--- src/hw/rtl/sss_pkg.sv ---
// ----------------------------------------------------------------------------
// Swedish suffix stemmer package
// Widths, payload types and the word record passed from front to back end.
// ----------------------------------------------------------------------------
package sss_pkg;

  // Saturation point of the byte counter.
  localparam int unsigned MAX_WORD_LEN = 255;
  localparam int unsigned LEN_W        = $clog2(MAX_WORD_LEN + 1);
  // Number of trailing bytes kept for suffix matching.
  localparam int unsigned TAIL_DEPTH   = 6;
  // Entries in the word queue between front and back end.
  localparam int unsigned QUEUE_DEPTH  = 2;
  localparam int unsigned QPTR_W       = $clog2(QUEUE_DEPTH);
  localparam int unsigned QCNT_W       = $clog2(QUEUE_DEPTH + 1);

  typedef struct packed {
    logic [7:0] char_in;
    logic       last_char;
  } sss_in_t;

  typedef struct packed {
    logic [7:0] stem_length;
    logic       length_overflow;
  } sss_out_t;

  // One finished word: its last bytes (index 0 newest), length, overflow.
  typedef struct packed {
    logic [TAIL_DEPTH-1:0][7:0] tail;
    logic [LEN_W-1:0]           len;
    logic                       ovf;
  } sss_word_t;

  typedef struct packed {
    logic full;
    logic empty;
  } sss_qstat_t;

endpackage

--- src/hw/rtl/sss_queue.sv ---
// ----------------------------------------------------------------------------
// Word queue
// Small register FIFO that decouples byte intake from suffix evaluation.
// ----------------------------------------------------------------------------
module sss_queue
  import sss_pkg::*;
(
  input  logic       clk_i,
  input  logic       rst_ni,
  input  logic       wr_en_i,
  input  sss_word_t  wr_data_i,
  input  logic       rd_en_i,
  output sss_word_t  rd_data_o,
  output sss_qstat_t stat_o
);

  sss_word_t mem_q [QUEUE_DEPTH];

  logic [QPTR_W-1:0] wr_ptr_q, wr_ptr_d;
  logic [QPTR_W-1:0] rd_ptr_q, rd_ptr_d;
  logic [QCNT_W-1:0] count_q, count_d;

  function automatic logic [QPTR_W-1:0] ptr_inc(input logic [QPTR_W-1:0] p);
    return (p == QPTR_W'(QUEUE_DEPTH - 1)) ? '0 : p + 1'b1;
  endfunction

  always_comb begin
    wr_ptr_d = wr_en_i ? ptr_inc(wr_ptr_q) : wr_ptr_q;
    rd_ptr_d = rd_en_i ? ptr_inc(rd_ptr_q) : rd_ptr_q;
    count_d  = count_q;
    if (wr_en_i && !rd_en_i) begin
      count_d = count_q + 1'b1;
    end else if (rd_en_i && !wr_en_i) begin
      count_d = count_q - 1'b1;
    end
  end

  always_ff @(posedge clk_i or negedge rst_ni) begin
    if (!rst_ni) begin
      wr_ptr_q <= '0;
      rd_ptr_q <= '0;
      count_q  <= '0;
    end else begin
      wr_ptr_q <= wr_ptr_d;
      rd_ptr_q <= rd_ptr_d;
      count_q  <= count_d;
    end
  end

  always_ff @(posedge clk_i) begin
    if (wr_en_i) begin
      mem_q[wr_ptr_q] <= wr_data_i;
    end
  end

  assign rd_data_o    = mem_q[rd_ptr_q];
  assign stat_o.full  = (count_q == QCNT_W'(QUEUE_DEPTH));
  assign stat_o.empty = (count_q == '0);

endmodule

--- src/hw/rtl/sss_front.sv ---
// ----------------------------------------------------------------------------
// Stemmer front end
// Counts bytes, keeps the tail window and hands each finished word on.
// ----------------------------------------------------------------------------
module sss_front
  import sss_pkg::*;
(
  input  logic       clk_i,
  input  logic       rst_ni,
  input  logic       accept_i,
  input  sss_in_t    item_i,
  output logic       word_push_o,
  output sss_word_t  word_o
);

  logic [TAIL_DEPTH-1:0][7:0] tail_q, tail_d;
  logic [LEN_W-1:0]           len_q, len_d;
  logic                       ovf_q, ovf_d;

  logic [TAIL_DEPTH-1:0][7:0] tail_next;
  logic [LEN_W-1:0]           len_next;
  logic                       ovf_next;

  always_comb begin
    tail_next = {tail_q[TAIL_DEPTH-2:0], item_i.char_in};
    if (len_q < LEN_W'(MAX_WORD_LEN)) begin
      len_next = len_q + 1'b1;
      ovf_next = ovf_q;
    end else begin
      len_next = len_q;
      ovf_next = 1'b1;
    end

    tail_d = tail_q;
    len_d  = len_q;
    ovf_d  = ovf_q;
    if (accept_i) begin
      if (item_i.last_char) begin
        // word done: start the next one from scratch
        tail_d = '0;
        len_d  = '0;
        ovf_d  = 1'b0;
      end else begin
        tail_d = tail_next;
        len_d  = len_next;
        ovf_d  = ovf_next;
      end
    end
  end

  always_ff @(posedge clk_i or negedge rst_ni) begin
    if (!rst_ni) begin
      tail_q <= '0;
      len_q  <= '0;
      ovf_q  <= 1'b0;
    end else begin
      tail_q <= tail_d;
      len_q  <= len_d;
      ovf_q  <= ovf_d;
    end
  end

  assign word_push_o = accept_i && item_i.last_char;
  assign word_o.tail = tail_next;
  assign word_o.len  = len_next;
  assign word_o.ovf  = ovf_next;

endmodule

--- src/hw/rtl/sss_back.sv ---
// ----------------------------------------------------------------------------
// Stemmer back end
// Applies the suffix rules to a queued word and holds the result.
// ----------------------------------------------------------------------------
module sss_back
  import sss_pkg::*;
(
  input  logic       clk_i,
  input  logic       rst_ni,
  input  sss_qstat_t qstat_i,
  input  sss_word_t  word_i,
  output logic       word_pop_o,
  input  logic       pop_i,
  output logic       empty_o,
  output sss_out_t   result_o
);

  localparam int unsigned STEM_CMP_W = (LEN_W > 8) ? LEN_W : 8;

  logic       res_valid_q, res_valid_d;
  sss_out_t   res_q;
  logic       load;

  logic             s_strip;
  logic [LEN_W-1:0] len_s;
  logic [4:0][7:0]  view;
  logic [39:0]      e5;
  logic [31:0]      e4;
  logic [23:0]      e3;
  logic [15:0]      e2;
  logic [7:0]       e1;
  logic [2:0]       strip;
  logic [LEN_W-1:0] stem;
  logic [STEM_CMP_W-1:0] stem_ext;

  always_comb begin
    s_strip = (word_i.len >= LEN_W'(5)) && (word_i.tail[0] == "s");
    len_s   = s_strip ? word_i.len - 1'b1 : word_i.len;
    for (int k = 0; k < 5; k++) begin
      view[k] = s_strip ? word_i.tail[k+1] : word_i.tail[k];
    end
    e5 = view;
    e4 = e5[31:0];
    e3 = e5[23:0];
    e2 = e5[15:0];
    e1 = e5[7:0];

    // groups in order of priority; thresholds fall with the suffix length
    if (len_s >= LEN_W'(8) && (e5 == "elser" || e5 == "heten")) begin
      strip = 3'd5;
    end else if (len_s >= LEN_W'(7) &&
                 (e4 == "arne" || e4 == "erna" || e4 == "ande" || e4 == "else" ||
                  e4 == "aste" || e4 == "orna" || e4 == "aren")) begin
      strip = 3'd4;
    end else if (len_s >= LEN_W'(6) &&
                 (e3 == "are" || e3 == "ast" || e3 == "het")) begin
      strip = 3'd3;
    end else if (len_s >= LEN_W'(5) &&
                 (e2 == "ar" || e2 == "or" || e2 == "er" || e2 == "en" ||
                  e2 == "at" || e2 == "te" || e2 == "et")) begin
      strip = 3'd2;
    end else if (len_s >= LEN_W'(4) &&
                 (e1 == "t" || e1 == "a" || e1 == "e" || e1 == "n")) begin
      strip = 3'd1;
    end else begin
      strip = 3'd0;
    end

    stem     = len_s - LEN_W'(strip);
    stem_ext = STEM_CMP_W'(stem);
  end

  assign load        = !qstat_i.empty && (!res_valid_q || pop_i);
  assign word_pop_o  = load;

  always_comb begin
    res_valid_d = res_valid_q;
    if (load) begin
      res_valid_d = 1'b1;
    end else if (pop_i) begin
      res_valid_d = 1'b0;
    end
  end

  always_ff @(posedge clk_i or negedge rst_ni) begin
    if (!rst_ni) begin
      res_valid_q <= 1'b0;
    end else begin
      res_valid_q <= res_valid_d;
    end
  end

  always_ff @(posedge clk_i) begin
    if (load) begin
      res_q.stem_length     <= (stem_ext > STEM_CMP_W'(255)) ? 8'hFF : stem_ext[7:0];
      res_q.length_overflow <= word_i.ovf;
    end
  end

  assign empty_o  = !res_valid_q;
  assign result_o = res_q;

endmodule

--- src/hw/rtl/swedish_suffix_stemmer_core.sv ---
// ----------------------------------------------------------------------------
// Swedish suffix stemmer core
// Streaming light stemmer: bytes in, stem length out, one result per word.
// ----------------------------------------------------------------------------
// Feed a word one byte per transaction, setting last_char on its final byte;
// one result (stem length and overflow flag) comes out per word, in order.
// Intake runs at one byte per clock while full is low, with no gaps between
// words. A word's result goes through the word queue and then the result
// register when nothing is backed up. full rises only when the two-entry
// word queue is full, which happens only when results are not popped; bytes
// of a word that is not yet finished do not take queue space, but full is
// raised on the queue level alone. No reset sweep: the block is ready right
// after reset is released.
// ----------------------------------------------------------------------------
module swedish_suffix_stemmer_core
  import sss_pkg::*;
(
  input  logic     clk_i,
  input  logic     rst_ni,
  // byte side
  input  logic     push,
  output logic     full,
  input  sss_in_t  in_item_i,
  // result side
  output logic     empty,
  input  logic     pop,
  output sss_out_t result_o
);

  logic       accept;
  logic       word_push;
  logic       word_pop;
  sss_word_t  word_in;
  sss_word_t  word_out;
  sss_qstat_t qstat;

  // a byte transaction completes whenever the queue has room
  assign accept = push && !full;
  assign full   = qstat.full;

  // front end: length counter, six byte tail window, overflow flag
  sss_front u_front (
    .clk_i      (clk_i),
    .rst_ni     (rst_ni),
    .accept_i   (accept),
    .item_i     (in_item_i),
    .word_push_o(word_push),
    .word_o     (word_in)
  );

  // finished words wait here while the result register is occupied
  sss_queue u_queue (
    .clk_i    (clk_i),
    .rst_ni   (rst_ni),
    .wr_en_i  (word_push),
    .wr_data_i(word_in),
    .rd_en_i  (word_pop),
    .rd_data_o(word_out),
    .stat_o   (qstat)
  );

  // back end: 's' removal, rule match, registered result
  sss_back u_back (
    .clk_i     (clk_i),
    .rst_ni    (rst_ni),
    .qstat_i   (qstat),
    .word_i    (word_out),
    .word_pop_o(word_pop),
    .pop_i     (pop),
    .empty_o   (empty),
    .result_o  (result_o)
  );

endmodule

--- config.mk ---
export PLATFORM = sky130hd
export DESIGN_NAME = swedish_suffix_stemmer_core
export DESIGN_NICKNAME = d
export VERILOG_FILES = /design/src/hw/rtl/sss_pkg.sv /design/src/hw/rtl/sss_queue.sv /design/src/hw/rtl/sss_front.sv /design/src/hw/rtl/sss_back.sv /design/src/hw/rtl/swedish_suffix_stemmer_core.sv
export SDC_FILE = /design/constraint.sdc
export NUM_CORES = 1
export LEC_CHECK = 0
export BUFFER_PORTS_ARGS = -buffer_cell sky130_fd_sc_hd__buf_2
export CAP_MARGIN = 20
export CORE_MARGIN = 2
export CORE_UTILIZATION = 50
export DETAILED_ROUTE_END_ITERATION = 8
export PLACE_DENSITY = 0.64
export SETUP_SLACK_MARGIN = 0.5
export SLEW_MARGIN = 0
export SYNTH_ARGS = -nofsm -noshare
export SYNTH_HDL_FRONTEND = slang
export SYNTH_SLANG_ARGS = --single-unit
--- constraint.sdc ---
create_clock -name clk_i -period 5.2 [get_ports clk_i]
set_input_delay 0.26 -clock clk_i [delete_from_list [all_inputs] [get_ports clk_i]]
set_output_delay 0.26 -clock clk_i [all_outputs]
set_load 0.01 [all_outputs]
## Word-level counts from Yosys, hierarchy flattened

Memory sizes are Yosys's and may differ from the RTL's.
Index checks and enable logic that the tools add are counted.

| storage, ports and cells | value |
|---|---|
| register bits after elaboration | 63 |
| bits of input ports | 13 |
| logic and storage cells | 116 |
| memories | 1 |
| output and inout port bits | 11 |
| RAM bits | 114 |

| operators by class | value |
|---|---|
| $add $sub $neg | 7 |
| magnitude comparators | 8 |
| equal/unequal tests | 25 |
| multiplexer cells | 24 |
| reductions and logical operators | 38 |

Memory list:

| memory | words | bits a word | rd ports | clocked after memory_dff | wr ports | RTL line | source |
|---|---|---|---|---|---|---|---|
| u_queue.mem_q | 2 | 57 | 1 | 0 | 1 | sss_queue.sv:17 | `sss_word_t mem_q [QUEUE_DEPTH];` |

Operators with widths:

| kind | number |
|---|---|
| 32-bit by 31-bit equality test with 1-bit output, second input constant | 7 |
| 16-bit by 15-bit equality test with 1-bit output, second input constant | 7 |
| 40-bit by 39-bit equality test with 1-bit output, second input constant | 2 |
| 24-bit by 23-bit equality test with 1-bit output, second input constant | 3 |
| 8-bit two-way mux | 8 |
| 8-bit by 7-bit equality test with 1-bit output, second input constant | 5 |
| 8-bit by 3-bit greater-or-equal comparator with 1-bit output, second input constant | 5 |
| 40-bit two-way mux | 1 |
| 1-bit logical OR | 19 |
| 3-bit two-way mux | 4 |
| 1-bit logical AND | 11 |
| 1-bit two-way mux | 9 |
| 8-bit by 1-bit adder with 8-bit output, second input constant | 1 |
| 8-bit by 4-bit greater-or-equal comparator with 1-bit output, second input constant | 1 |
| 8-bit greater-than comparator, second input constant | 1 |
| 8-bit < comparator, second input constant | 1 |
| 8-bit by 1-bit subtractor with 8-bit output, second input constant | 1 |
| 8-bit by 3-bit subtractor with 8-bit output | 1 |
| 1-bit zero test | 5 |
| 2-bit two-way mux | 2 |
| 2-bit nonzero test | 2 |
| 1-bit adder, second input constant | 2 |
| 2-bit by 1-bit adder with 2-bit output, second input constant | 1 |
| 2-bit equality test, second input constant | 1 |
| 2 further kinds | 2 |

## Longest topological paths before layout

Gate-level depths: netlist of the first run.
An unclocked memory read counts as a cell.

| logic depth | value |
|---|---|
| depth after elaboration | 18 |
| depth in mapped cells | 23 |
| mapped depth without buffers | 18 |

## Hierarchy

A second synthesis of the first run with hierarchy kept.

| second synthesis, totals | value |
|---|---|
| cells, all modules | 679 |
| area total of the unflattened synthesis | 8,798.4 µm² |

Modules (own cells, without submodules):

| module | sequential area each (µm²) | cells an instance | instances | area an instance (µm²) |
|---|---|---|---|---|
| sss_queue | 3,523.4 | 193 | 1 | 4,375.4 |
| sss_front | 1,226.2 | 215 | 1 | 2,393.5 |
| sss_back | 295.3 | 270 | 1 | 2,015.7 |
| swedish_suffix_stemmer_core | 0.0 | 1 | 1 | 13.8 |

## Worst setup path after synthesis of the first run

No wires, ideal clock.

| timing path | value |
|---|---|
| path kind | reg2reg |
| from | register u_queue.rd_ptr_q |
| to | register u_back.res_q (netlist bit u_back.result_o[8]), data pin |
| setup time | 258 ps |
| path slack | 485 ps |
| path buffers | 4 |
| period minus slack after synthesis | 4,715 ps |
| data required time | 4,942 ps |
| arrival | 4,457 ps |
| stages on the path, launching flop included | 23 |
| path through | dfrtp_1 -> buf_2 -> buf_6 -> buf_6 -> mux2i_2 -> inv_1 -> ha_1 -> nand2b_1 -> a222oi_1 -> or3_1 -> buf_6 -> nor2_2 -> a211o_4 -> nor4_4 -> a31oi_1 -> a211o_1 -> ha_1 -> nor2b_1 -> o21ai_0 -> nand2b_1 -> nor2_1 -> nand2_1 -> xnor2_1 |

| between the ends | value |
|---|---|
| word-level cells in the longest chain between the ends | 18 |
| elaborated cells on any way between the ends | 69 |
| those cells by class | add/sub: 2; order compare: 7; eq/ne: 24; mux: 11; reduce/logical: 24; memory: 1 |

Ends and longest elaborated chain:

| what | RTL line | source |
|---|---|---|
| start: declaration | sss_queue.sv:20 | `logic [QPTR_W-1:0] rd_ptr_q, rd_ptr_d;` |
| start signal: assignment | sss_queue.sv:45 | `rd_ptr_q <= rd_ptr_d;` |
| memory read 2 x 57 bit (*) | n/a |  |
| 8-bit by 3-bit greater-or-equal comparator with 1-bit output or 8-bit by 7-bit equality test with 1-bit output (tied branches) | sss_back.sv:37 | `s_strip = (word_i.len >= LEN_W'(5)) && (word_i.tail[0] == "s");` |
| 1-bit logical AND | sss_back.sv:37 |  |
| 8-bit two-way mux | sss_back.sv:40 | `view[k] = s_strip ? word_i.tail[k+1] : word_i.tail[k];` |
| 16-bit by 15-bit equality test with 1-bit output | sss_back.sv:59 | `(e2 == "ar" \|\| e2 == "or" \|\| e2 == "er" \|\| e2 == "en" \|\|` |
| 1-bit logical OR (4 in series) | sss_back.sv:59 |  |
| 1-bit logical OR (2 in series) | sss_back.sv:60 | `e2 == "at" \|\| e2 == "te" \|\| e2 == "et")) begin` |
| 1-bit logical AND | sss_back.sv:58 | `end else if (len_s >= LEN_W'(5) &&` |
| 3-bit two-way mux | sss_back.sv:58 |  |
| 3-bit two-way mux | sss_back.sv:55 | `end else if (len_s >= LEN_W'(6) &&` |
| 3-bit two-way mux | sss_back.sv:51 | `end else if (len_s >= LEN_W'(7) &&` |
| 3-bit two-way mux | sss_back.sv:49 | `if (len_s >= LEN_W'(8) && (e5 == "elser" \|\| e5 == "heten")) begin` |
| 8-bit by 3-bit subtractor with 8-bit output (*) | sss_back.sv:69 | `stem = len_s - LEN_W'(strip);` |
| named net u_back.stem[7] | sss_back.sv:33 | `logic [LEN_W-1:0] stem;` |
| 8-bit greater-than comparator | sss_back.sv:95 | `res_q.stem_length <= (stem_ext > STEM_CMP_W'(255)) ? 8'hFF : stem_ext[7:0];` |
| end: declaration | sss_back.sv:21 | `sss_out_t res_q;` |

The timed path passes the listed nets; every way through them passes the cells marked *.
A chain may end at the register's enable or synchronous reset.

## Final worst setup path of the first run

| timing path | value |
|---|---|
| from | register u_queue.rd_ptr_q |
| to | register u_back.res_q (netlist bit u_back.result_o[7]), data pin |

Same word-level chain as after synthesis.

==> results.sh, run 1 <==
export IMPL_run_status="complete, no violations"
export IMPL_overflow=0
export IMPL_largest_family_of_logic_cells_by_synthesized_area="simple AND/OR/NAND/NOR gates"
export IMPL_r2r_worst_path_cells=20
export IMPL_chipWidth_um=137
export IMPL_cts_sinks=177
export IMPL_fp_coreArea_um2=17300
export IMPL_yosysTopAreaCell="edfxtp_1"
export IMPL_synth_cell_area_um2=8830
export IMPL_worstSetupStartpointType="flip-flop"
export IMPL_synth_fa_ha_area_share_pct=1.36
export IMPL_detail_route_wirelength_um=19600
export IMPL_start_util_pct=51.0
export IMPL_antenna_found_initial=0
export IMPL_place_inst=1000
export IMPL_timing_setup_critical_path_class="flip-flop to flip-flop"
export IMPL_grt_setup_unrepaired="false"
export IMPL_clock_tree_from_tritoncts="built"
export IMPL_parity_gate_share_of_the_synthesized_area_counting_xor_and_xnor_cells_pct=2.48
export IMPL_clock_fmax_mhz=224
export IMPL_final_layout_size_suffix_gt1_share_pct=16.0
export IMPL_pleak_nw=3.53
export IMPL_h_tree_depth=4
export IMPL_multiplexer_share_of_the_synthesized_area_pct=5.33
export IMPL_via_per_inst=6.02
export IMPL_final_instance_count_excl_fill=1039
export IMPL_dp_final_hpwl_um=13900
export IMPL_postSynth_topFlopCell="edfxtp_1"
export IMPL_clockBufferDepth=2
export IMPL_cp_data_required_time_ns=5.38
export IMPL_ys_top_cells_by_area="edfxtp_1 42%, dfrtp_1 15%, nand2b_1 3.7%"
export IMPL_synthToLayoutAreaGrowth_pct=12.7
export IMPL_grt_pass1_vias=5897
export IMPL_fill_cells=1473
export IMPL_numCtsBuffers=17
export IMPL_avgRoutedWirePerCell_um=18.9
export IMPL_yosysTopAreaCellShare_pct=41.8
export IMPL_gp_routability_congestion=0.962
export IMPL_synth_fp_nets=790
export IMPL_post_synthesis_share_of_cell_area_spent_on_and_or_nand_and_nor_gates_pct=19.2
export IMPL_finalHoldViolCount=0
export IMPL_via_count=6255
export IMPL_synth_async_sr_flop_share_pct=30.5
export IMPL_ys_warn_count=0
export IMPL_crit_fanout=12
export IMPL_io_pins=24
export IMPL_setup_tns_final_ns=0
export IMPL_hold_path_endpoint="u_queue.mem_q[1][15]$_DFFE_PP_"
export IMPL_synth_compound_gate_area_share_pct=12.0
export IMPL_dr_iter_0_viols=604
export IMPL_clk_root_buffer_cell="clkbuf_16"
export IMPL_drt_drc=0
export IMPL_worst_r2r_endpoint="u_back.result_o[7]$_DFFE_PP_"
export IMPL_clk_latency_ns=0.43
export IMPL_final_net_count=823
export IMPL_rows=48
export IMPL_holdCritStartpoint="in_item_i[7]"
export IMPL_post_synth_inst_count=768
export IMPL_synth_ff_latch_count=177
export IMPL_design_die_area_um2=18700
export IMPL_final_antenna_net_count=0
export IMPL_largest_net_degree_at_the_start_of_global_routing=60
export IMPL_regToRegSetupSlack_ns=0.74
export IMPL_synth_area_per_cell_um2=11.5
export IMPL_critPathCaptureType="flip-flop"
export IMPL_area_sequential_um2=5050
export IMPL_port_buffer_count=23
export IMPL_slew_headroom_pct=40.8
export IMPL_floorplan_die_height_um=137
export IMPL_num_antenna_cells=0
export IMPL_r2r_start="u_queue.rd_ptr_q$_DFFE_PN0P_"
export IMPL_wire_length_of_the_first_global_routing_pass_um=31300
export IMPL_setup_viol=0
export IMPL_max_slew_worst_pin_slew_ns=0.866
export IMPL_critical_path_arrival_ns=4.64
export IMPL_yosysSeqAreaShare_pct=57.1
export IMPL_hold_path_depth=1
export IMPL_holdCritPathClass="input port to flip-flop"
export IMPL_worst_setup_hold_path_clk_slew_ns=0.07
export IMPL_max_cap_violations=0
export IMPL_yosysUniqueCellTypes=79
export IMPL_timing_final_max_slew_violations=0
export IMPL_drt_pass1_iter_count=7
export IMPL_number_of_enable_flip_flop_cells_after_synthesis=123
export IMPL_post_route_period_util_pct=85.8
export IMPL_worst_clock_skew_ns=0.0206
export IMPL_pwr_density_cell_nw_per_um2=461
export IMPL_grt_total_usage_pct=22.1
export IMPL_peakVddDrop_uv=311
export IMPL_area_of_combinational_cells_with_multiple_inputs_um2=3660
export IMPL_finalCriticalPeriod_ns=4.46
-- synth_stat cells, drive strengths merged, types with 6 or more instances --
cell,number
xnor2,20
ha,8
o32a,6
nor3b,11
nand2b,52
mux2,21
a22o,8
o21ai,58
clkbuf,16
nor3,32
buf,15
nor2b,8
a21oi,23
dfrtp,54
edfxtp,123
mux2i,23
a31oi,12
nand2,68
nand4,6
nor4,17
inv,15
nor2,50
nand3,15
and3,6
-- final cells by class --
cell class                      instances  area share, %
Clock buffer                           19           4.35
Clock inverter                         13           1.51
Inverter                               15          0.566
Multi-Input combinational cell        545           36.8
Sequential cell                       177           50.8
Tap cell                              225           2.83
Timing Repair Buffer                   45           3.14
-- worst max-delay path by stage --
stage	slack (ns)	end	startpoint	depth (start not counted)
global placement	0.39	u_back.result_o[8]$_DFFE_PP_	u_queue.rd_ptr_q$_DFFE_PN0P_	17
floorplan	0.50	u_back.result_o[8]$_DFFE_PP_	u_queue.rd_ptr_q$_DFFE_PN0P_	22
finish	0.74	u_back.result_o[7]$_DFFE_PP_	u_queue.rd_ptr_q$_DFFE_PN0P_	20
CTS	0.49	u_back.result_o[8]$_DFFE_PP_	u_queue.rd_ptr_q$_DFFE_PN0P_	21
global route	0.51	u_back.result_o[8]$_DFFE_PP_	u_queue.rd_ptr_q$_DFFE_PN0P_	20
detailed placement	0.27	u_back.result_o[8]$_DFFE_PP_	u_queue.rd_ptr_q$_DFFE_PN0P_	17
-- logic make-up after synthesis --
| kind of cell | count (synthesis) |
|---|---|
| buffers and inverters | 46 |
| adder cells (fa/ha/maj) | 9 |
| flip-flops | 177 |
| AO/OA/AOI/OAI | 159 |
| XOR/XNOR | 25 |
| AND/OR/NAND/NOR | 308 |
| multiplexers | 44 |
-- through the flow --
| stage | area [um2] | setup slack, ns | util (%) | total power, mW | hold WS, ns |
|---|---|---|---|---|---|
| after floorplan | 8830 | 0.502 | - | 2.94 | -0.0356 |
| after global placement | 9190 | 0.385 | 53.1 | 3.24 | 0.442 |
| after detailed placement | 9190 | 0.265 | 53.1 | 3.28 | 0.453 |
| after CTS | 9820 | 0.493 | 56.8 | 4.56 | 0.0209 |
| after global routing | 9950 | 0.509 | 57.5 | 4.85 | 0.0279 |
| final | 9950 | 0.740 | 57.5 | 4.59 | 0.0390 |
-- what timing repair did --
action / 4_1_cts / 5_1_grt
pin swaps: 0 / 2
hold buffers: 1 / 0
resized for setup: 9 / 19
buffers inserted: 0 / 5
endpoints found under the setup margin: 4 / 5
hold endpoints to repair: 5 / 0
-- sequential cells by signal, indices dropped and copies added, names as in the netlist --
register and flops:
u_queue.mem_q 114, u_front.word_o 40, u_back.result_o 9, u_front.len_q 8, u_queue.count_q 2, u_back.res_valid_q 1, u_front.ovf_q 1, u_queue.rd_ptr_q 1
u_queue.wr_ptr_q 1
-- critical path: stages (launching register included) --
cell and delay [ns]:
dfrtp_4 0.47, mux2_2 0.39, inv_2 0.12, ha_1 0.18, nand2b_1 0.06, a222oi_1 0.37, buf_4 0.20, or3_4 0.15
buf_4 0.18, buf_6 0.17, nor3_1 0.09, a2111oi_2 0.42, a32oi_1 0.09, a31oi_1 0.21, a21oi_1 0.09, ha_1 0.20
fa_1 0.41, nor2b_1 0.16, nor3_2 0.07, nand3b_1 0.11, xnor2_1 0.06
-- layout by cell type (no fill, tap or decap), types with 6 or more instances in the layout --
master     synthesis  routed
edfxtp_1         123     123
nand2_1           68      67
o21ai_0           56      56
dfrtp_1           54      53
nand2b_1          52      51
nor2_1            49      47
nor3_1            31      30
buf_2              8      24
a21oi_1           23      22
mux2_2            21      21
xnor2_1           20      20
mux2i_1           22      19
clkbuf_16          0      17
nor4_1            16      16
buf_4              4      16
nand3_1           15      15
inv_1             15      13
nor3b_1           11      11
a31oi_1           12       9
nor2b_1            8       8
a22o_1             8       8
ha_1               8       8
o32a_1             6       6
nand4_1            6       6
-- power by group --
| group | switching, mW | internal [mW] | leakage, nW |
|---|---|---|---|
| Sequential | 0.190 | 1.85 | 1.87 |
| Clock | 0.546 | 0.719 | 0.280 |
| Combinational | 0.785 | 0.498 | 1.38 |
| Total | 1.52 | 3.07 | 3.53 |
-- per-layer routing --
| metal | track usage [%] | vias up | share of wire (%) |
|---|---|---|---|
| met3 | 4.44 | 39 | 4.1 |
| li1 | - | 2979 | - |
| met2 | 33.0 | 183 | 45 |
| met1 | 32.0 | 3054 | 48 |
| met4 | 8.13 | 0 | 2.1 |
| met5 | 0 | - | 0 |
Power figures use the tool's default switching activity.
==> run 2, diff against run 1 <==
--- a/config.mk
+++ b/config.mk
@@ -10,7 +10,7 @@
 export CORE_MARGIN = 2
 export CORE_UTILIZATION = 50
 export DETAILED_ROUTE_END_ITERATION = 8
-export PLACE_DENSITY = 0.64
+export PLACE_DENSITY_LB_ADDON = 0.2
 export SETUP_SLACK_MARGIN = 0.5
 export SLEW_MARGIN = 0
 export SYNTH_ARGS = -nofsm -noshare
==> results.sh, run 2 (synthesized netlist as in run 1, its figures left out) <==
export IMPL_timing_critical_path_cells="buf_6 -> buf_16 -> mux2i_2 -> o221ai_1 -> or4_1 -> mux2_2 -> nor3_1 -> a21oi_1 -> or2_1 -> a211o_1 -> ha_1 -> nor2b_1 -> o21ai_0 -> nand2b_1 -> nor2_2 -> nand2_1 -> xnor2_1"
export IMPL_r2r_start="u_queue.rd_ptr_q$_DFFE_PN0P_"
export IMPL_peakVddDrop_uv=364
export IMPL_detail_route_wirelength_um=19500
export IMPL_hold_path_endpoint="u_queue.mem_q[0][11]$_DFFE_PP_"
export IMPL_worst_r2r_endpoint="u_back.result_o[8]$_DFFE_PP_"
export IMPL_grt_total_usage_pct=22.0
export IMPL_num_antenna_cells=0
export IMPL_flip_flop_count_of_the_largest_register_all_copies_and_words_added=114
export IMPL_largest_register="u_queue.mem_q"
export IMPL_critPathCaptureType="flip-flop"
export IMPL_worst_clock_skew_ns=0.00973
export IMPL_r2r_worst_path_cells=17
export IMPL_clockBufferDepth=2
export IMPL_grt_setup_unrepaired="false"
export IMPL_worst_path_largest_cell_delay_ns=0.52
export IMPL_holdCritPathClass="input port to flip-flop"
export IMPL_switching_share_pct=33.1
export IMPL_worstSetupStartpointType="flip-flop"
export IMPL_wire_length_of_the_first_global_routing_pass_um=31500
export IMPL_run_status="complete, no violations"
export IMPL_seqPwrFrac_pct=44.1
export IMPL_io_pins=24
export IMPL_cp_data_required_time_ns=5.37
export IMPL_dp_final_hpwl_um=13900
export IMPL_hold_path_depth=1
export IMPL_final_antenna_net_count=0
export IMPL_setup_viol=0
export IMPL_most_used_cells_in_the_layout_excluding_fill_and_tap_cells="123 x edfxtp_1, 67 x nand2_1, 56 x o21ai_0, 53 x dfrtp_1, 51 x nand2b_1"
export IMPL_port_buffer_count=23
export IMPL_holdCritStartpoint="in_item_i[3]"
export IMPL_final_net_count=820
export IMPL_share_comb_of_total_power_pct=28.9
export IMPL_grt_pass1_vias=6014
export IMPL_slew_headroom_pct=41.9
export IMPL_final_layout_size_suffix_gt1_share_pct=16.2
export IMPL_rows=48
export IMPL_avgRoutedWirePerCell_um=18.8
export IMPL_design_die_area_um2=18700
export IMPL_regToRegSetupSlack_ns=0.81
export IMPL_cts_sinks=177
export IMPL_dr_iter_0_viols=524
export IMPL_floorplan_die_height_um=137
export IMPL_drt_pass1_iter_count=5
export IMPL_max_slew_worst_pin_slew_ns=0.870
export IMPL_synthToLayoutAreaGrowth_pct=13.2
export IMPL_numCtsBuffers=17
export IMPL_fp_coreArea_um2=17300
export IMPL_total_power_mw=4.62
export IMPL_finalHoldViolCount=0
export IMPL_largest_net_degree_at_the_start_of_global_routing=79
export IMPL_p_clk_share_pct=27.0
export IMPL_via_count=6181
export IMPL_whs_ns=0.0496
export IMPL_max_cap_violations=0
export IMPL_antenna_found_initial=0
export IMPL_clk_root_buffer_cell="clkbuf_16"
export IMPL_clock_fmax_mhz=228
export IMPL_via_per_inst=5.97
export IMPL_crit_fanout=31
export IMPL_h_tree_depth=4
export IMPL_overflow=0
export IMPL_timing_setup_critical_path_class="flip-flop to flip-flop"
export IMPL_switching_component_of_the_power_mw=1.53
export IMPL_most_common_cell_after_layout_fill_and_taps_aside="edfxtp_1"
export IMPL_clock_tree_from_tritoncts="built"
export IMPL_start_util_pct=51.0
export IMPL_clk_latency_ns=0.42
export IMPL_finalCriticalPeriod_ns=4.39
export IMPL_worst_setup_hold_path_clk_slew_ns=0.06
export IMPL_pwr_density_cell_nw_per_um2=463
export IMPL_timing_final_max_slew_violations=0
export IMPL_post_route_period_util_pct=84.3
export IMPL_internal_power_mw=3.09
export IMPL_chipWidth_um=137
export IMPL_finish_utilization_pct=57.8
export IMPL_pleak_nw=3.52
export IMPL_critical_path_arrival_ns=4.56
export IMPL_crit_path_top_delay_cell="or4_1"
export IMPL_gp_routability_congestion=0.909
export IMPL_drt_drc=0
==> run 2: power groups by stage <==
stage	registers (mW)	clock network [mW]	logic (mW)
floorplan	2.02	0	0.921
global placement	2.06	0	1.17
detailed placement	2.08	0	1.20
CTS	2.05	1.27	1.23
global route	2.08	1.33	1.47
finish	2.04	1.25	1.34
==> run 2: worst max path at each step <==
stage,cells past startpoint,startpoint,end
3_3_place_gp,17,u_queue.rd_ptr_q$_DFFE_PN0P_,u_back.result_o[8]$_DFFE_PP_
2_1_floorplan,22,u_queue.rd_ptr_q$_DFFE_PN0P_,u_back.result_o[8]$_DFFE_PP_
4_1_cts,20,u_queue.rd_ptr_q$_DFFE_PN0P_,u_back.result_o[8]$_DFFE_PP_
5_1_grt,20,u_queue.rd_ptr_q$_DFFE_PN0P_,u_back.result_o[8]$_DFFE_PP_
6_report,17,u_queue.rd_ptr_q$_DFFE_PN0P_,u_back.result_o[8]$_DFFE_PP_
3_5_place_dp,17,u_queue.rd_ptr_q$_DFFE_PN0P_,u_back.result_o[8]$_DFFE_PP_
==> run 2: repair_timing <==
action	in CTS	in global routing
resized for setup	14	24
endpoints found under the hold margin	15	0
pin swaps	0	2
hold buffers	1	0
endpoints found under the setup margin	7	5
gates cloned	0	1
buffers inserted	0	5
==> run 2: routing by layer <==
| metal | wire length (um) | global-route usage, % |
|---|---|---|
| met1 | 9240 | 32.0 |
| met2 | 9030 | 33.6 |
| met3 | 847 | 3.85 |
| met4 | 347 | 7.16 |
| met5 | 0 | 0 |
==> run 2: stage by stage <==
stage	TNS (ns)	setup slack (ns)	area [um2]	cells
floorplan	0	0.502	8830	768
global placement	-0.00871	-0.00871	9170	997
detailed placement	-0.0266	-0.0266	9170	997
CTS	0	0.461	9810	1030
global route	0	0.525	9990	1036
finish	0	0.815	9990	1036
==> run 2: critical path, delay by kind of cell, from the launching register on <==
family / cells / cell delay [ns]
buffers and inverters: 2 / 0.51
multiplexers: 2 / 0.65
AO/OA/AOI/OAI: 4 / 0.69
AND/OR/NAND/NOR: 7 / 1.40
adder cells (fa/ha/maj): 1 / 0.26
flip-flops: 1 / 0.47
XOR/XNOR: 1 / 0.12
==> run 2: layout make-up <==
cell class                 count  area, um2
clock inverter                14        153
multi-input combinational    545       3720
tap                          225        282
fill                        1427       7300
timing repair buffer          42        307
sequential                   177       5050
clock buffer                  18        429
inverter                      15       56.3
==> run 3, diff against run 2 <==
--- a/config.mk
+++ b/config.mk
@@ -5,6 +5,7 @@
 export SDC_FILE = /design/constraint.sdc
 export NUM_CORES = 1
 export LEC_CHECK = 0
+export ABC_AREA = 1
 export BUFFER_PORTS_ARGS = -buffer_cell sky130_fd_sc_hd__buf_2
 export CAP_MARGIN = 20
 export CORE_MARGIN = 2
==> constraint.sdc (replaced) <==
create_clock -name clk_i -period 3.6 [get_ports clk_i]
set_input_delay 0.18 -clock clk_i [delete_from_list [all_inputs] [get_ports clk_i]]
set_output_delay 0.18 -clock clk_i [all_outputs]
set_load 0.01 [all_outputs]
==> results.sh, run 3 <==
export IMPL_largest_net_degree_at_the_start_of_global_routing=50
export IMPL_finalCriticalPeriod_ns=3.99
export IMPL_slew_headroom_pct=44.1
export IMPL_clockBufferDepth=2
export IMPL_final_net_count=985
export IMPL_p_clk_share_pct=22.9
export IMPL_port_buffer_count=23
export IMPL_most_common_cell_after_layout_fill_and_taps_aside="nand2_1"
export IMPL_synth_area_per_cell_um2=9.97
export IMPL_setup_viol=7
export IMPL_hold_path_endpoint="u_queue.wr_ptr_q$_DFFE_PN0P_"
export IMPL_area_of_combinational_cells_with_multiple_inputs_um2=2940
export IMPL_finalHoldViolCount=0
export IMPL_worst_setup_hold_path_clk_slew_ns=0.07
export IMPL_via_count=6030
export IMPL_pleak_nw=4.56
export IMPL_ys_warn_count=0
export IMPL_crit_fanout=8
export IMPL_pwr_density_cell_nw_per_um2=726
export IMPL_max_slew_worst_pin_slew_ns=0.838
export IMPL_synth_ff_latch_count=177
export IMPL_avgRoutedWirePerCell_um=15.2
export IMPL_yosysTopAreaCellShare_pct=44.6
export IMPL_fill_cells=1263
export IMPL_total_power_mw=7.60
export IMPL_timing_final_ws_setup_ns=-0.387
export IMPL_grt_total_usage_pct=21.7
export IMPL_final_antenna_net_count=0
export IMPL_setup_tns_final_ns=-2.31
export IMPL_timing_final_max_slew_violations=0
export IMPL_switching_component_of_the_power_mw=2.72
export IMPL_synth_fp_nets=853
export IMPL_holdCritPathClass="input port to flip-flop"
export IMPL_seqPwrFrac_pct=37.6
export IMPL_io_pins=24
export IMPL_regToRegSetupSlack_ns=-0.39
export IMPL_r2r_start="u_queue.rd_ptr_q$_DFFE_PN0P_"
export IMPL_hold_path_depth=4
export IMPL_overflow=0
export IMPL_run_status="complete, but fails checks"
export IMPL_cp_data_required_time_ns=3.77
export IMPL_gp_routability_congestion=0.884
export IMPL_wire_length_of_the_first_global_routing_pass_um=29800
export IMPL_synth_cell_area_um2=8280
export IMPL_timing_setup_critical_path_class="flip-flop to flip-flop"
export IMPL_clock_tree_from_tritoncts="built"
export IMPL_final_layout_size_suffix_gt1_share_pct=28.5
export IMPL_max_cap_violations=0
export IMPL_numCtsBuffers=17
export IMPL_postSynth_topFlopCell="edfxtp_1"
export IMPL_number_of_enable_flip_flop_cells_after_synthesis=123
export IMPL_detail_route_wirelength_um=18200
export IMPL_most_used_cells_in_the_layout_excluding_fill_and_tap_cells="173 x nand2_1, 123 x edfxtp_1, 120 x inv_1, 86 x buf_4, 54 x dfrtp_1"
export IMPL_drt_pass1_iter_count=5
export IMPL_h_tree_depth=4
export IMPL_clk_root_buffer_cell="clkbuf_16"
export IMPL_start_util_pct=50.5
export IMPL_yosysUniqueCellTypes=49
export IMPL_critPathCaptureType="flip-flop"
export IMPL_worstSetupStartpointType="flip-flop"
export IMPL_synthToLayoutAreaGrowth_pct=26.5
export IMPL_clk_latency_ns=0.42
export IMPL_post_route_period_util_pct=111
export IMPL_dp_final_hpwl_um=12400
export IMPL_critical_path_arrival_ns=4.16
export IMPL_chipWidth_um=133
export IMPL_worst_path_largest_cell_delay_ns=0.42
export IMPL_ys_top_cells_by_area="edfxtp_1 45%, dfrtp_1 16%, nand2_1 8.8%"
export IMPL_finish_utilization_pct=63.9
export IMPL_clock_fmax_mhz=251
export IMPL_violations="negative setup slack"
export IMPL_worst_r2r_endpoint="u_back.result_o[4]$_DFFE_PP_"
export IMPL_internal_power_mw=4.89
export IMPL_yosysSeqAreaShare_pct=60.9
export IMPL_via_per_inst=5.04
export IMPL_antenna_found_initial=0
export IMPL_holdCritStartpoint="in_item_i[0]"
export IMPL_switching_share_pct=35.8
export IMPL_flip_flop_count_of_the_largest_register_all_copies_and_words_added=114
export IMPL_num_antenna_cells=0
export IMPL_share_comb_of_total_power_pct=39.6
export IMPL_crit_path_top_delay_cell="dfrtp_1"
export IMPL_design_die_area_um2=17600
export IMPL_r2r_worst_path_cells=28
export IMPL_worst_clock_skew_ns=0.0104
export IMPL_post_synth_inst_count=831
export IMPL_largest_register="u_queue.mem_q"
export IMPL_dr_iter_0_viols=403
export IMPL_netlist_top_cells_count="194 x nand2_1, 124 x inv_1, 123 x edfxtp_1, 65 x nor2_1, 55 x o21ai_0"
export IMPL_yosysTopAreaCell="edfxtp_1"
export IMPL_floorplan_die_height_um=133
export IMPL_grt_pass1_vias=6098
export IMPL_rows=47
export IMPL_peakVddDrop_uv=500
export IMPL_synth_most_common_cell="nand2_1"
export IMPL_area_sequential_um2=5040
export IMPL_whs_ns=0.157
export IMPL_worst_setup_path_startpoint="u_queue.rd_ptr_q$_DFFE_PN0P_"
export IMPL_grt_setup_unrepaired="true"
export IMPL_drt_drc=0
export IMPL_fp_coreArea_um2=16400
export IMPL_cts_sinks=177
export IMPL_cp_common_cell="nand2_2"
export IMPL_synth_async_sr_flop_share_pct=30.5
==> run 3: what timing repair did <==
action / in CTS / in global routing
setup endpoints to repair: 8 / 8
setup buffers: 9 / 2
hold buffers: 10 / 0
gates resized for setup: 71 / 18
cloned: 3 / 0
endpoints found under the hold margin: 40 / 0
pin swaps: 12 / 5
==> run 3: area by class of cell <==
class	instances	share of cell area, %
multi-input combinational	498	28.1
clock inverter	11	0.991
inverter	132	4.75
clock buffer	21	4.30
timing repair buffer	137	11.1
tap	220	2.63
sequential	177	48.1
==> run 3: logic make-up after synthesis <==
group | synth area share, %
mux | 0.242
flops | 60.9
buf+inv | 7.67
compound gates | 8.05
simple gates | 18.9
xor+xnor | 2.82
fa+ha+maj | 1.45
==> run 3: worst max-delay path by stage <==
| stage | to | slack [ns] | depth (start not counted) |
|---|---|---|---|
| floorplan | u_queue.mem_q[0][0]$_DFFE_PP_ | -0.32 | 6 |
| global placement | u_back.result_o[8]$_DFFE_PP_ | -0.41 | 29 |
| detailed placement | u_back.result_o[8]$_DFFE_PP_ | -0.49 | 29 |
| CTS | u_back.result_o[5]$_DFFE_PP_ | -0.34 | 30 |
| global route | u_back.result_o[8]$_DFFE_PP_ | -0.66 | 32 |
| finish | u_back.result_o[4]$_DFFE_PP_ | -0.39 | 28 |
==> run 3: layer usage <==
| metal | share of wire, % | track usage, % | up-vias |
|---|---|---|---|
| li1 | - | - | 2987 |
| met1 | 44 | 28.6 | 2894 |
| met2 | 50 | 37.0 | 131 |
| met3 | 3.9 | 3.95 | 18 |
| met4 | 1.3 | 6.45 | 0 |
| met5 | 0 | 0 | - |
==> run 3: power by group through the flow <==
stage / Combinational, mW / Sequential (mW) / Clock [mW]
floorplan: 1.60 / 2.89 / 0
CTS: 2.95 / 2.86 / 1.76
finish: 3.01 / 2.86 / 1.74
global placement: 2.66 / 2.87 / 0
global route: 3.34 / 2.89 / 1.84
detailed placement: 2.72 / 2.89 / 0
==> run 3: metrics by stage <==
step / setup WS (ns) / cell area [um2] / instances
after floorplan: -0.317 / 8350 / 831
after global placement: -0.414 / 9350 / 1140
after detailed placement: -0.494 / 9350 / 1140
after CTS: -0.335 / 10400 / 1194
after global routing: -0.656 / 10500 / 1196
final: -0.387 / 10500 / 1196
==> run 3: worst max-delay path, delay by kind of cell, from the launching register on <==
kind / cells / cell delay [ns]
flip-flops: 1 / 0.42
XOR/XNOR: 1 / 0.12
multiplexers: 1 / 0.29
AO/OA/AOI/OAI: 3 / 0.44
adder cells (fa/ha/maj): 2 / 0.45
AND/OR/NAND/NOR: 13 / 1.16
buffers and inverters: 8 / 0.85
